--- src/design/fmf_pkg.sv ---
package fmf_pkg;

  // field widths
  localparam int unsigned BYTE_W = 8;
  localparam int unsigned LEN_W  = 14;
  localparam int unsigned MUL_W  = LEN_W + 4;
  localparam int unsigned TOT_W  = LEN_W + 2;

  // framing constants
  localparam logic [LEN_W-1:0] BUF_BYTES   = LEN_W'(8192);
  localparam logic [LEN_W-1:0] TRAILER_LEN = LEN_W'(7);
  localparam logic [LEN_W-1:0] LIMIT_MIN   = LEN_W'(16);
  localparam logic [LEN_W-1:0] ACC_MAX     = {LEN_W{1'b1}};

  // characters of interest
  localparam logic [BYTE_W-1:0] CHR_SOH   = 8'h01;
  localparam logic [BYTE_W-1:0] CHR_ZERO  = 8'h30;
  localparam logic [BYTE_W-1:0] CHR_NINE  = 8'h39;
  localparam logic [BYTE_W-1:0] CHR_EQUAL = 8'h3D;

  typedef enum logic [1:0] {
    PH_SEARCH = 2'd0,
    PH_DIGITS = 2'd1,
    PH_COUNT  = 2'd2
  } phase_t;

  typedef struct packed {
    logic [BYTE_W-1:0] rx_byte;
    logic              stream_start;
  } in_item_t;

  typedef struct packed {
    logic             frame_end;
    logic [LEN_W-1:0] frame_len;
    logic             length_overflow;
  } res_item_t;

endpackage

--- src/design/fmf_in_stage.sv ---
module fmf_in_stage
  import fmf_pkg::*;
(
  input  logic     clk,
  input  logic     rst_n,
  input  logic     in_valid,
  output logic     in_ready,
  input  in_item_t in_item,
  input  logic     adv,
  output logic     s1_valid,
  output in_item_t s1_item
);

  logic     vld_r, vld_nxt;
  in_item_t item_r;
  logic     in_fire;

  // stage takes a new item when empty or when its item moves on
  assign in_ready = !vld_r || adv;
  assign in_fire  = in_valid && in_ready;

  always_comb begin
    vld_nxt = vld_r;
    if (in_fire) begin
      vld_nxt = 1'b1;
    end else if (adv) begin
      vld_nxt = 1'b0;
    end
  end

  always_ff @(posedge clk) begin
    if (!rst_n) begin
      vld_r <= 1'b0;
    end else begin
      vld_r <= vld_nxt;
    end
  end

  // payload capture
  always_ff @(posedge clk) begin
    if (in_fire) begin
      item_r <= in_item;
    end
  end

  assign s1_valid = vld_r;
  assign s1_item  = item_r;

endmodule

--- src/design/fmf_frame_step.sv ---
module fmf_frame_step
  import fmf_pkg::*;
(
  input  logic             clk,
  input  logic             rst_n,
  input  logic             cfg_wr_en,
  input  logic [LEN_W-1:0] cfg_wr_data,
  input  logic             step_en,
  input  in_item_t         item,
  output res_item_t        res
);

  // framer state
  phase_t           phase_r, phase_nxt;
  logic             nine_r, nine_nxt;
  logic             stop_r, stop_nxt;
  logic [LEN_W-1:0] acc_r, acc_nxt;
  logic [LEN_W-1:0] seen_r, seen_nxt;
  logic [LEN_W-1:0] left_r, left_nxt;
  logic [LEN_W-1:0] lim_r, lim_nxt;

  // state as seen by this item, after an optional stream restart
  phase_t           phase_e;
  logic             nine_e;
  logic             stop_e;
  logic [LEN_W-1:0] acc_e;
  logic [LEN_W-1:0] seen_e;
  logic [LEN_W-1:0] left_e;

  logic [LEN_W-1:0] bs;
  logic [LEN_W-1:0] left_dec;
  logic [TOT_W-1:0] total;
  logic [LEN_W:0]   remain_w;
  logic [MUL_W-1:0] acc_mul;
  logic             is_soh, is_digit, is_nine, is_equal;
  logic             at_limit;
  logic             end_c, ovf_c;

  // clamp the limit when it is written
  always_comb begin
    lim_nxt = cfg_wr_data;
    if (cfg_wr_data > BUF_BYTES) begin
      lim_nxt = BUF_BYTES;
    end else if (cfg_wr_data < LIMIT_MIN) begin
      lim_nxt = LIMIT_MIN;
    end
  end

  always_ff @(posedge clk) begin
    if (!rst_n) begin
      lim_r <= BUF_BYTES;
    end else if (cfg_wr_en) begin
      lim_r <= lim_nxt;
    end
  end

  // restart clears the state before this byte
  assign phase_e = item.stream_start ? PH_SEARCH : phase_r;
  assign nine_e  = item.stream_start ? 1'b0 : nine_r;
  assign stop_e  = item.stream_start ? 1'b0 : stop_r;
  assign acc_e   = item.stream_start ? '0 : acc_r;
  assign seen_e  = item.stream_start ? '0 : seen_r;
  assign left_e  = item.stream_start ? '0 : left_r;

  // byte classes
  assign is_soh   = (item.rx_byte == CHR_SOH);
  assign is_nine  = (item.rx_byte == CHR_NINE);
  assign is_equal = (item.rx_byte == CHR_EQUAL);
  assign is_digit = (item.rx_byte >= CHR_ZERO) && (item.rx_byte <= CHR_NINE);

  // counts and lengths
  assign bs       = seen_e + LEN_W'(1);
  assign left_dec = (left_e != '0) ? (left_e - LEN_W'(1)) : left_e;
  assign remain_w = {1'b0, acc_e} + {1'b0, TRAILER_LEN};
  assign total    = {2'b00, bs} + {2'b00, acc_e} + {2'b00, TRAILER_LEN};
  assign at_limit = (bs >= lim_r);

  // decimal accumulate: acc * 10 + digit
  assign acc_mul = ({4'b0000, acc_e} << 3) + ({4'b0000, acc_e} << 1)
                 + {{(MUL_W-4){1'b0}}, 4'(item.rx_byte - CHR_ZERO)};

  // result of this byte
  always_comb begin
    end_c = 1'b0;
    ovf_c = 1'b0;
    case (phase_e)
      PH_COUNT: begin
        end_c = (left_dec == '0);
      end
      PH_DIGITS: begin
        if (is_soh) begin
          if (total > {2'b00, lim_r}) begin
            ovf_c = 1'b1;
          end else if (remain_w == '0) begin
            end_c = 1'b1;
          end
        end else begin
          ovf_c = at_limit;
        end
      end
      default: begin
        // searching for the length tag
        ovf_c = at_limit;
      end
    endcase
  end

  assign res.frame_end       = end_c;
  assign res.frame_len       = end_c ? bs : '0;
  assign res.length_overflow = ovf_c;

  // next state
  always_comb begin
    phase_nxt = phase_e;
    nine_nxt  = nine_e;
    stop_nxt  = stop_e;
    acc_nxt   = acc_e;
    seen_nxt  = bs;
    left_nxt  = left_e;
    case (phase_e)
      PH_COUNT: begin
        left_nxt = left_dec;
      end
      PH_DIGITS: begin
        if (is_soh) begin
          if (!ovf_c && (remain_w != '0)) begin
            phase_nxt = PH_COUNT;
            left_nxt  = remain_w[LEN_W-1:0];
          end
        end else if (!stop_e && is_digit) begin
          acc_nxt = (acc_mul > {4'b0000, ACC_MAX}) ? ACC_MAX : acc_mul[LEN_W-1:0];
        end else begin
          stop_nxt = 1'b1;
        end
      end
      default: begin
        if (nine_e && is_equal) begin
          phase_nxt = PH_DIGITS;
          nine_nxt  = 1'b0;
        end else begin
          nine_nxt  = is_nine;
        end
      end
    endcase
    // re-arm after a frame ends or overflows
    if (end_c || ovf_c) begin
      phase_nxt = PH_SEARCH;
      nine_nxt  = 1'b0;
      stop_nxt  = 1'b0;
      acc_nxt   = '0;
      seen_nxt  = '0;
      left_nxt  = '0;
    end
  end

  always_ff @(posedge clk) begin
    if (!rst_n) begin
      phase_r <= PH_SEARCH;
      nine_r  <= 1'b0;
      stop_r  <= 1'b0;
      acc_r   <= '0;
      seen_r  <= '0;
      left_r  <= '0;
    end else if (step_en) begin
      phase_r <= phase_nxt;
      nine_r  <= nine_nxt;
      stop_r  <= stop_nxt;
      acc_r   <= acc_nxt;
      seen_r  <= seen_nxt;
      left_r  <= left_nxt;
    end
  end

endmodule

--- src/design/fmf_out_stage.sv ---
module fmf_out_stage
  import fmf_pkg::*;
(
  input  logic      clk,
  input  logic      rst_n,
  input  logic      load,
  input  res_item_t res_in,
  output logic      adv,
  output logic      out_valid,
  input  logic      out_ready,
  output res_item_t res_out
);

  logic      vld_r, vld_nxt;
  res_item_t res_r;

  // register frees up when empty or when the item is taken
  assign adv = !vld_r || out_ready;

  always_comb begin
    vld_nxt = vld_r;
    if (load) begin
      vld_nxt = 1'b1;
    end else if (out_ready) begin
      vld_nxt = 1'b0;
    end
  end

  always_ff @(posedge clk) begin
    if (!rst_n) begin
      vld_r <= 1'b0;
    end else begin
      vld_r <= vld_nxt;
    end
  end

  // result capture
  always_ff @(posedge clk) begin
    if (load) begin
      res_r <= res_in;
    end
  end

  assign out_valid = vld_r;
  assign res_out   = res_r;

endmodule

--- src/design/fix_message_framer_core.sv ---
// path: input register, then framing step, then result register
// throughput: one byte per cycle unless the output stalls; a byte enters the
// input register each cycle, and its framing step reads the state registers
// reset: synchronous, active low; clears the framer state and both stages,
// and returns the frame limit to 8192 bytes
module fix_message_framer_core
  import fmf_pkg::*;
(
  input  logic             clk,
  input  logic             rst_n,
  // configuration: max_frame_len
  input  logic             cfg_wr_en,
  input  logic [LEN_W-1:0] cfg_wr_data,
  // input stream
  input  logic             in_tvalid,
  output logic             in_tready,
  input  logic [7:0]       in_tdata,   // [7:0] rx_byte
  input  logic             in_tuser,   // [0] stream_start
  // result stream
  output logic             out_tvalid,
  input  logic             out_tready,
  output logic [15:0]      out_tdata,  // [13:0] frame_len, [15:14] zero
  output logic             out_tlast,  // frame_end
  output logic             out_tuser   // [0] length_overflow
);

  in_item_t  in_item;
  in_item_t  s1_item;
  logic      s1_valid;
  logic      adv;
  logic      step_fire;
  res_item_t step_res;
  res_item_t out_res;

  assign in_item.rx_byte      = in_tdata;
  assign in_item.stream_start = in_tuser;

  // input register
  fmf_in_stage u_in_stage (
    .clk      (clk),
    .rst_n    (rst_n),
    .in_valid (in_tvalid),
    .in_ready (in_tready),
    .in_item  (in_item),
    .adv      (adv),
    .s1_valid (s1_valid),
    .s1_item  (s1_item)
  );

  assign step_fire = s1_valid && adv;

  // framing step and state
  fmf_frame_step u_step (
    .clk         (clk),
    .rst_n       (rst_n),
    .cfg_wr_en   (cfg_wr_en),
    .cfg_wr_data (cfg_wr_data),
    .step_en     (step_fire),
    .item        (s1_item),
    .res         (step_res)
  );

  // result register
  fmf_out_stage u_out_stage (
    .clk       (clk),
    .rst_n     (rst_n),
    .load      (step_fire),
    .res_in    (step_res),
    .adv       (adv),
    .out_valid (out_tvalid),
    .out_ready (out_tready),
    .res_out   (out_res)
  );

  assign out_tdata = {2'b00, out_res.frame_len};
  assign out_tlast = out_res.frame_end;
  assign out_tuser = out_res.length_overflow;

  // a frame cannot both end and overflow on the same byte
  a_end_ovf_excl: assert property (@(posedge clk) disable iff (!rst_n)
    out_tvalid |-> !(out_tlast && out_tuser))
    else $error("frame end and overflow on the same item");

  // length is zero unless the item ends a frame
  a_len_zero: assert property (@(posedge clk) disable iff (!rst_n)
    (out_tvalid && !out_tlast) |-> (out_tdata == 16'd0))
    else $error("nonzero length without frame end");

  // a reported frame is never empty and never beyond the buffer
  a_len_range: assert property (@(posedge clk) disable iff (!rst_n)
    (out_tvalid && out_tlast) |->
      ((out_tdata[13:0] != 14'd0) && (out_tdata[13:0] <= BUF_BYTES)))
    else $error("frame length out of range");

  // a stalled input stage must keep the input channel closed
  a_no_overrun: assert property (@(posedge clk) disable iff (!rst_n)
    (s1_valid && !adv) |-> !in_tready)
    else $error("input accepted while stage is held");

endmodule

--- config.mk ---
export PLATFORM = sky130hd
export DESIGN_NAME = fix_message_framer_core
export DESIGN_NICKNAME = d
export VERILOG_FILES = /design/src/design/fmf_pkg.sv /design/src/design/fmf_in_stage.sv /design/src/design/fmf_frame_step.sv /design/src/design/fmf_out_stage.sv /design/src/design/fix_message_framer_core.sv
export SDC_FILE = /design/constraint.sdc
export NUM_CORES = 1
export LEC_CHECK = 0
export BUFFER_PORTS_ARGS = -buffer_cell sky130_fd_sc_hd__buf_2
export CAP_MARGIN = 20
export CORE_ASPECT_RATIO = 1.25
export CORE_MARGIN = 2
export CORE_UTILIZATION = 47
export CTS_CLUSTER_DIAMETER = 50
export DETAILED_ROUTE_END_ITERATION = 16
export HOLD_SLACK_MARGIN = 0.08
export PLACE_DENSITY = 0.74
export SKIP_CTS_REPAIR_TIMING = 1
export SYNTH_ARGS = -nofsm -noshare
export SYNTH_HDL_FRONTEND = slang
export SYNTH_SLANG_ARGS = --single-unit
--- constraint.sdc ---
create_clock -name clk -period 7.7 [get_ports clk]
set_input_delay 0.385 -clock clk [delete_from_list [all_inputs] [get_ports clk]]
set_output_delay 0.385 -clock clk [all_outputs]
set_load 0.02 [all_outputs]
==> flow_summary.ini <==
[final_layout]
layout.area.seq_um2 = 1990
final_cell_mix = 97 x nand2_1, 94 x nor2_1, 73 x ha_1, 62 x dfxtp_1, 59 x a21oi_1
areaGrowthSynthToFinish_pct = 7.75
final_core_util = 0.521
final_layout_size_suffix_gt1_frac = 0.106
instances_no_fill = 1258
antenna_cells = 0
layout_commonest_cell = nand2_1
layout.nets = 1137
multi_input_area_um2 = 5680
n_fill_cell = 1652

[synthesis]
ys.flop_type = dfxtp_1
synth_area_leaders = dfxtp_1 15%, ha_1 11%, edfxtp_1 9.2%
synth_top_area_share = 0.152
synth_cells = 1022
avgSynthCellArea_um2 = 7.99
synth_warnings = 0
synth_edf_count = 25
synth-seq-cells = 87
yosysSeqAreaShare = 0.244
yosysTopAreaCell = dfxtp_1
ys_async_sr_fraction = 0
syn_area_um2 = 8170
synth_cell_type_count = 97

[placed_design]
gp_congestion = 0.967
port_buffers = 45
dpl.cell_count = 1241
dpl.hpwl_mm = 17.7

[route]
route.detailed.drc = 0
drt-total-wl_mm = 23.3
ant_nets = 0
drt_iter0_drc = 816
via_per_inst = 6.21
via_count = 7811
wire_per_inst_um = 18.5
first_pass_iters = 7

[setup_path]
r2r_start = u_in_stage.s1_item[0]
cp-end-kind = flop
reg2reg_slack_ns = 0.47
worstSetupPathType = flop to flop
crit_fanout = 12
crit_slowest_cell = or4b_1
crit_top_cell = ha_1
critPathRequiredTime_ns = 7.93
crit_arrival_ns = 7.46
ff2ff_path_depth = 28
r2r-end = u_step.left_r[5]
critPathLaunchType = flop
cpPeakStageDelay_ns = 0.54

[sta]
drv_slew = 0
fin_skew_ns = 0.00993
setup_viol = 0
slew-limit-headroom = 0.300
fin_crit_ns = 7.23
grt_setup_unrepaired = false
worst_pin_slew_ns = 1.02
tns_ns = 0
hold_viol_final = 0
fin_crit_sh = 0.939
fmax_ghz = 0.138

[floorplan]
die-area_um2 = 18500
die-width_um = 122
ios = 48
core_area_um2 = 16900
start_util = 0.483
fp.dieH_um = 151
rows = 53

[hold_path]
worstHoldStart = in_tuser
hp-class = input pin to flop
whs_path_depth = 1
hold_end = u_in_stage.s1_item[0]

[clocking]
cts_tree = done
cts_made_buffers = 9
root_buffer = clkbuf_16
cts_max_level = 3
clk_pin_slew_ns = 0.07
clkLatencyLatePin_ns = 0.35
ctsLongestPathBuffers = 2
clock-sinks = 87

[power_and_ir_drop]
powerDensity_nw_per_um2 = 119
vdd_ir_drop_max_mv = 0.102
cellLeakagePower_nw = 3.41
totalPowerFinal_mw = 1.05

[outcome]
status = completed

[global_route]
grt_overflow = 0
grt_max_degree = 50
grt_pass1_wl_mm = 37.6
grt_usage = 0.258
grt_pass1_vias = 7242
grt_antenna_before_repair = 2

[run]
max_cap_violations = 0
[worst max-delay path: cells and delay by family, from the launching register on]
| kind | cells | cell delay, ns |
|---|---|---|
| compound gates | 9 | 1.80 |
| buf+inv | 2 | 0.24 |
| mux | 1 | 0.35 |
| xor+xnor | 1 | 0.17 |
| flops | 1 | 0.44 |
| fa+ha+maj | 3 | 0.85 |
| simple gates | 12 | 3.24 |
[where the power goes]
group | switching (mW) | leakage, nW | internal, mW | total, mW
Combinational | 0.0657 | 2.53 | 0.0316 | 0.0973
Clock | 0.191 | 0.152 | 0.271 | 0.462
Sequential | 0.00510 | 0.732 | 0.481 | 0.487
[logic make-up after synthesis]
group,share of synthesized area
buffers and inverters,0.0608
multiplexers,0.0127
AO/OA/AOI/OAI,0.244
AND/OR/NAND/NOR,0.248
other,0.000459
adder cells (fa/ha/maj),0.120
flip-flops,0.244
XOR/XNOR,0.0701
[synthesized netlist by cell type (26+ instances only)]
master	number
nor2_1	94
xnor2_1	36
inv_1	55
clkbuf_1	39
nand3_1	28
a21oi_1	59
o21ai_0	45
nor2b_1	34
nor3_1	26
dfxtp_1	62
nand2_1	97
ha_1	73
[state kept, by name (all words and copies together) (netlist names)]
| signal | count |
|---|---|
| u_in_stage.s1_item | 9 |
| u_in_stage.s1_valid | 1 |
| u_out_stage.out_valid | 1 |
| u_out_stage.res_out | 16 |
| u_step.acc_r | 14 |
| u_step.left_r | 14 |
| u_step.lim_r | 14 |
| u_step.nine_r | 1 |
| u_step.phase_r | 2 |
| u_step.seen_r | 14 |
| u_step.stop_r | 1 |
[worst max path at each step]
| stage | startpoint | slack, ns | endpoint | cells past startpoint |
|---|---|---|---|---|
| finish | u_in_stage.s1_item[0] | 0.47 | u_step.left_r[5] | 28 |
| global route | u_in_stage.s1_item[0] | 0.04 | u_step.left_r[5] | 29 |
| floorplan | u_in_stage.s1_item[0] | 0.05 | u_step.left_r[2] | 35 |
| CTS | u_in_stage.s1_item[0] | 0.50 | u_step.left_r[11] | 29 |
| global placement | u_in_stage.s1_item[0] | 0.69 | u_step.left_r[7] | 29 |
| detailed placement | u_in_stage.s1_item[0] | 0.55 | u_step.left_r[11] | 29 |
[cell type report]
class	count	share of cell area
inverter	58	0.0247
clock inverter	5	0.00640
timing repair buffer	58	0.0367
clock buffer	11	0.0289
sequential	87	0.226
tap	220	0.0313
multi-input combinational	819	0.646
[per-stage QoR]
step | hold WS (ns) | cell area, um2 | worst slack, ns
CTS | 0.195 | 8790 | 0.499
global placement | 0.434 | 8480 | 0.695
detailed placement | 0.436 | 8480 | 0.549
floorplan | 0.421 | 8180 | 0.0483
finish | 0.202 | 8800 | 0.468
global route | 0.196 | 8800 | 0.0418
[per-layer routing]
metal / up-vias / routed length, um / track usage / share of wire
li1: 3783 / - / - / -
met3: 58 / 1640 / 0.0444 / 0.070
met2: 321 / 11000 / 0.428 / 0.47
met5: - / 0 / 0 / 0
met4: 0 / 833 / 0.109 / 0.036
met1: 3649 / 9830 / 0.329 / 0.42
(Power assumes the default switching activity.)
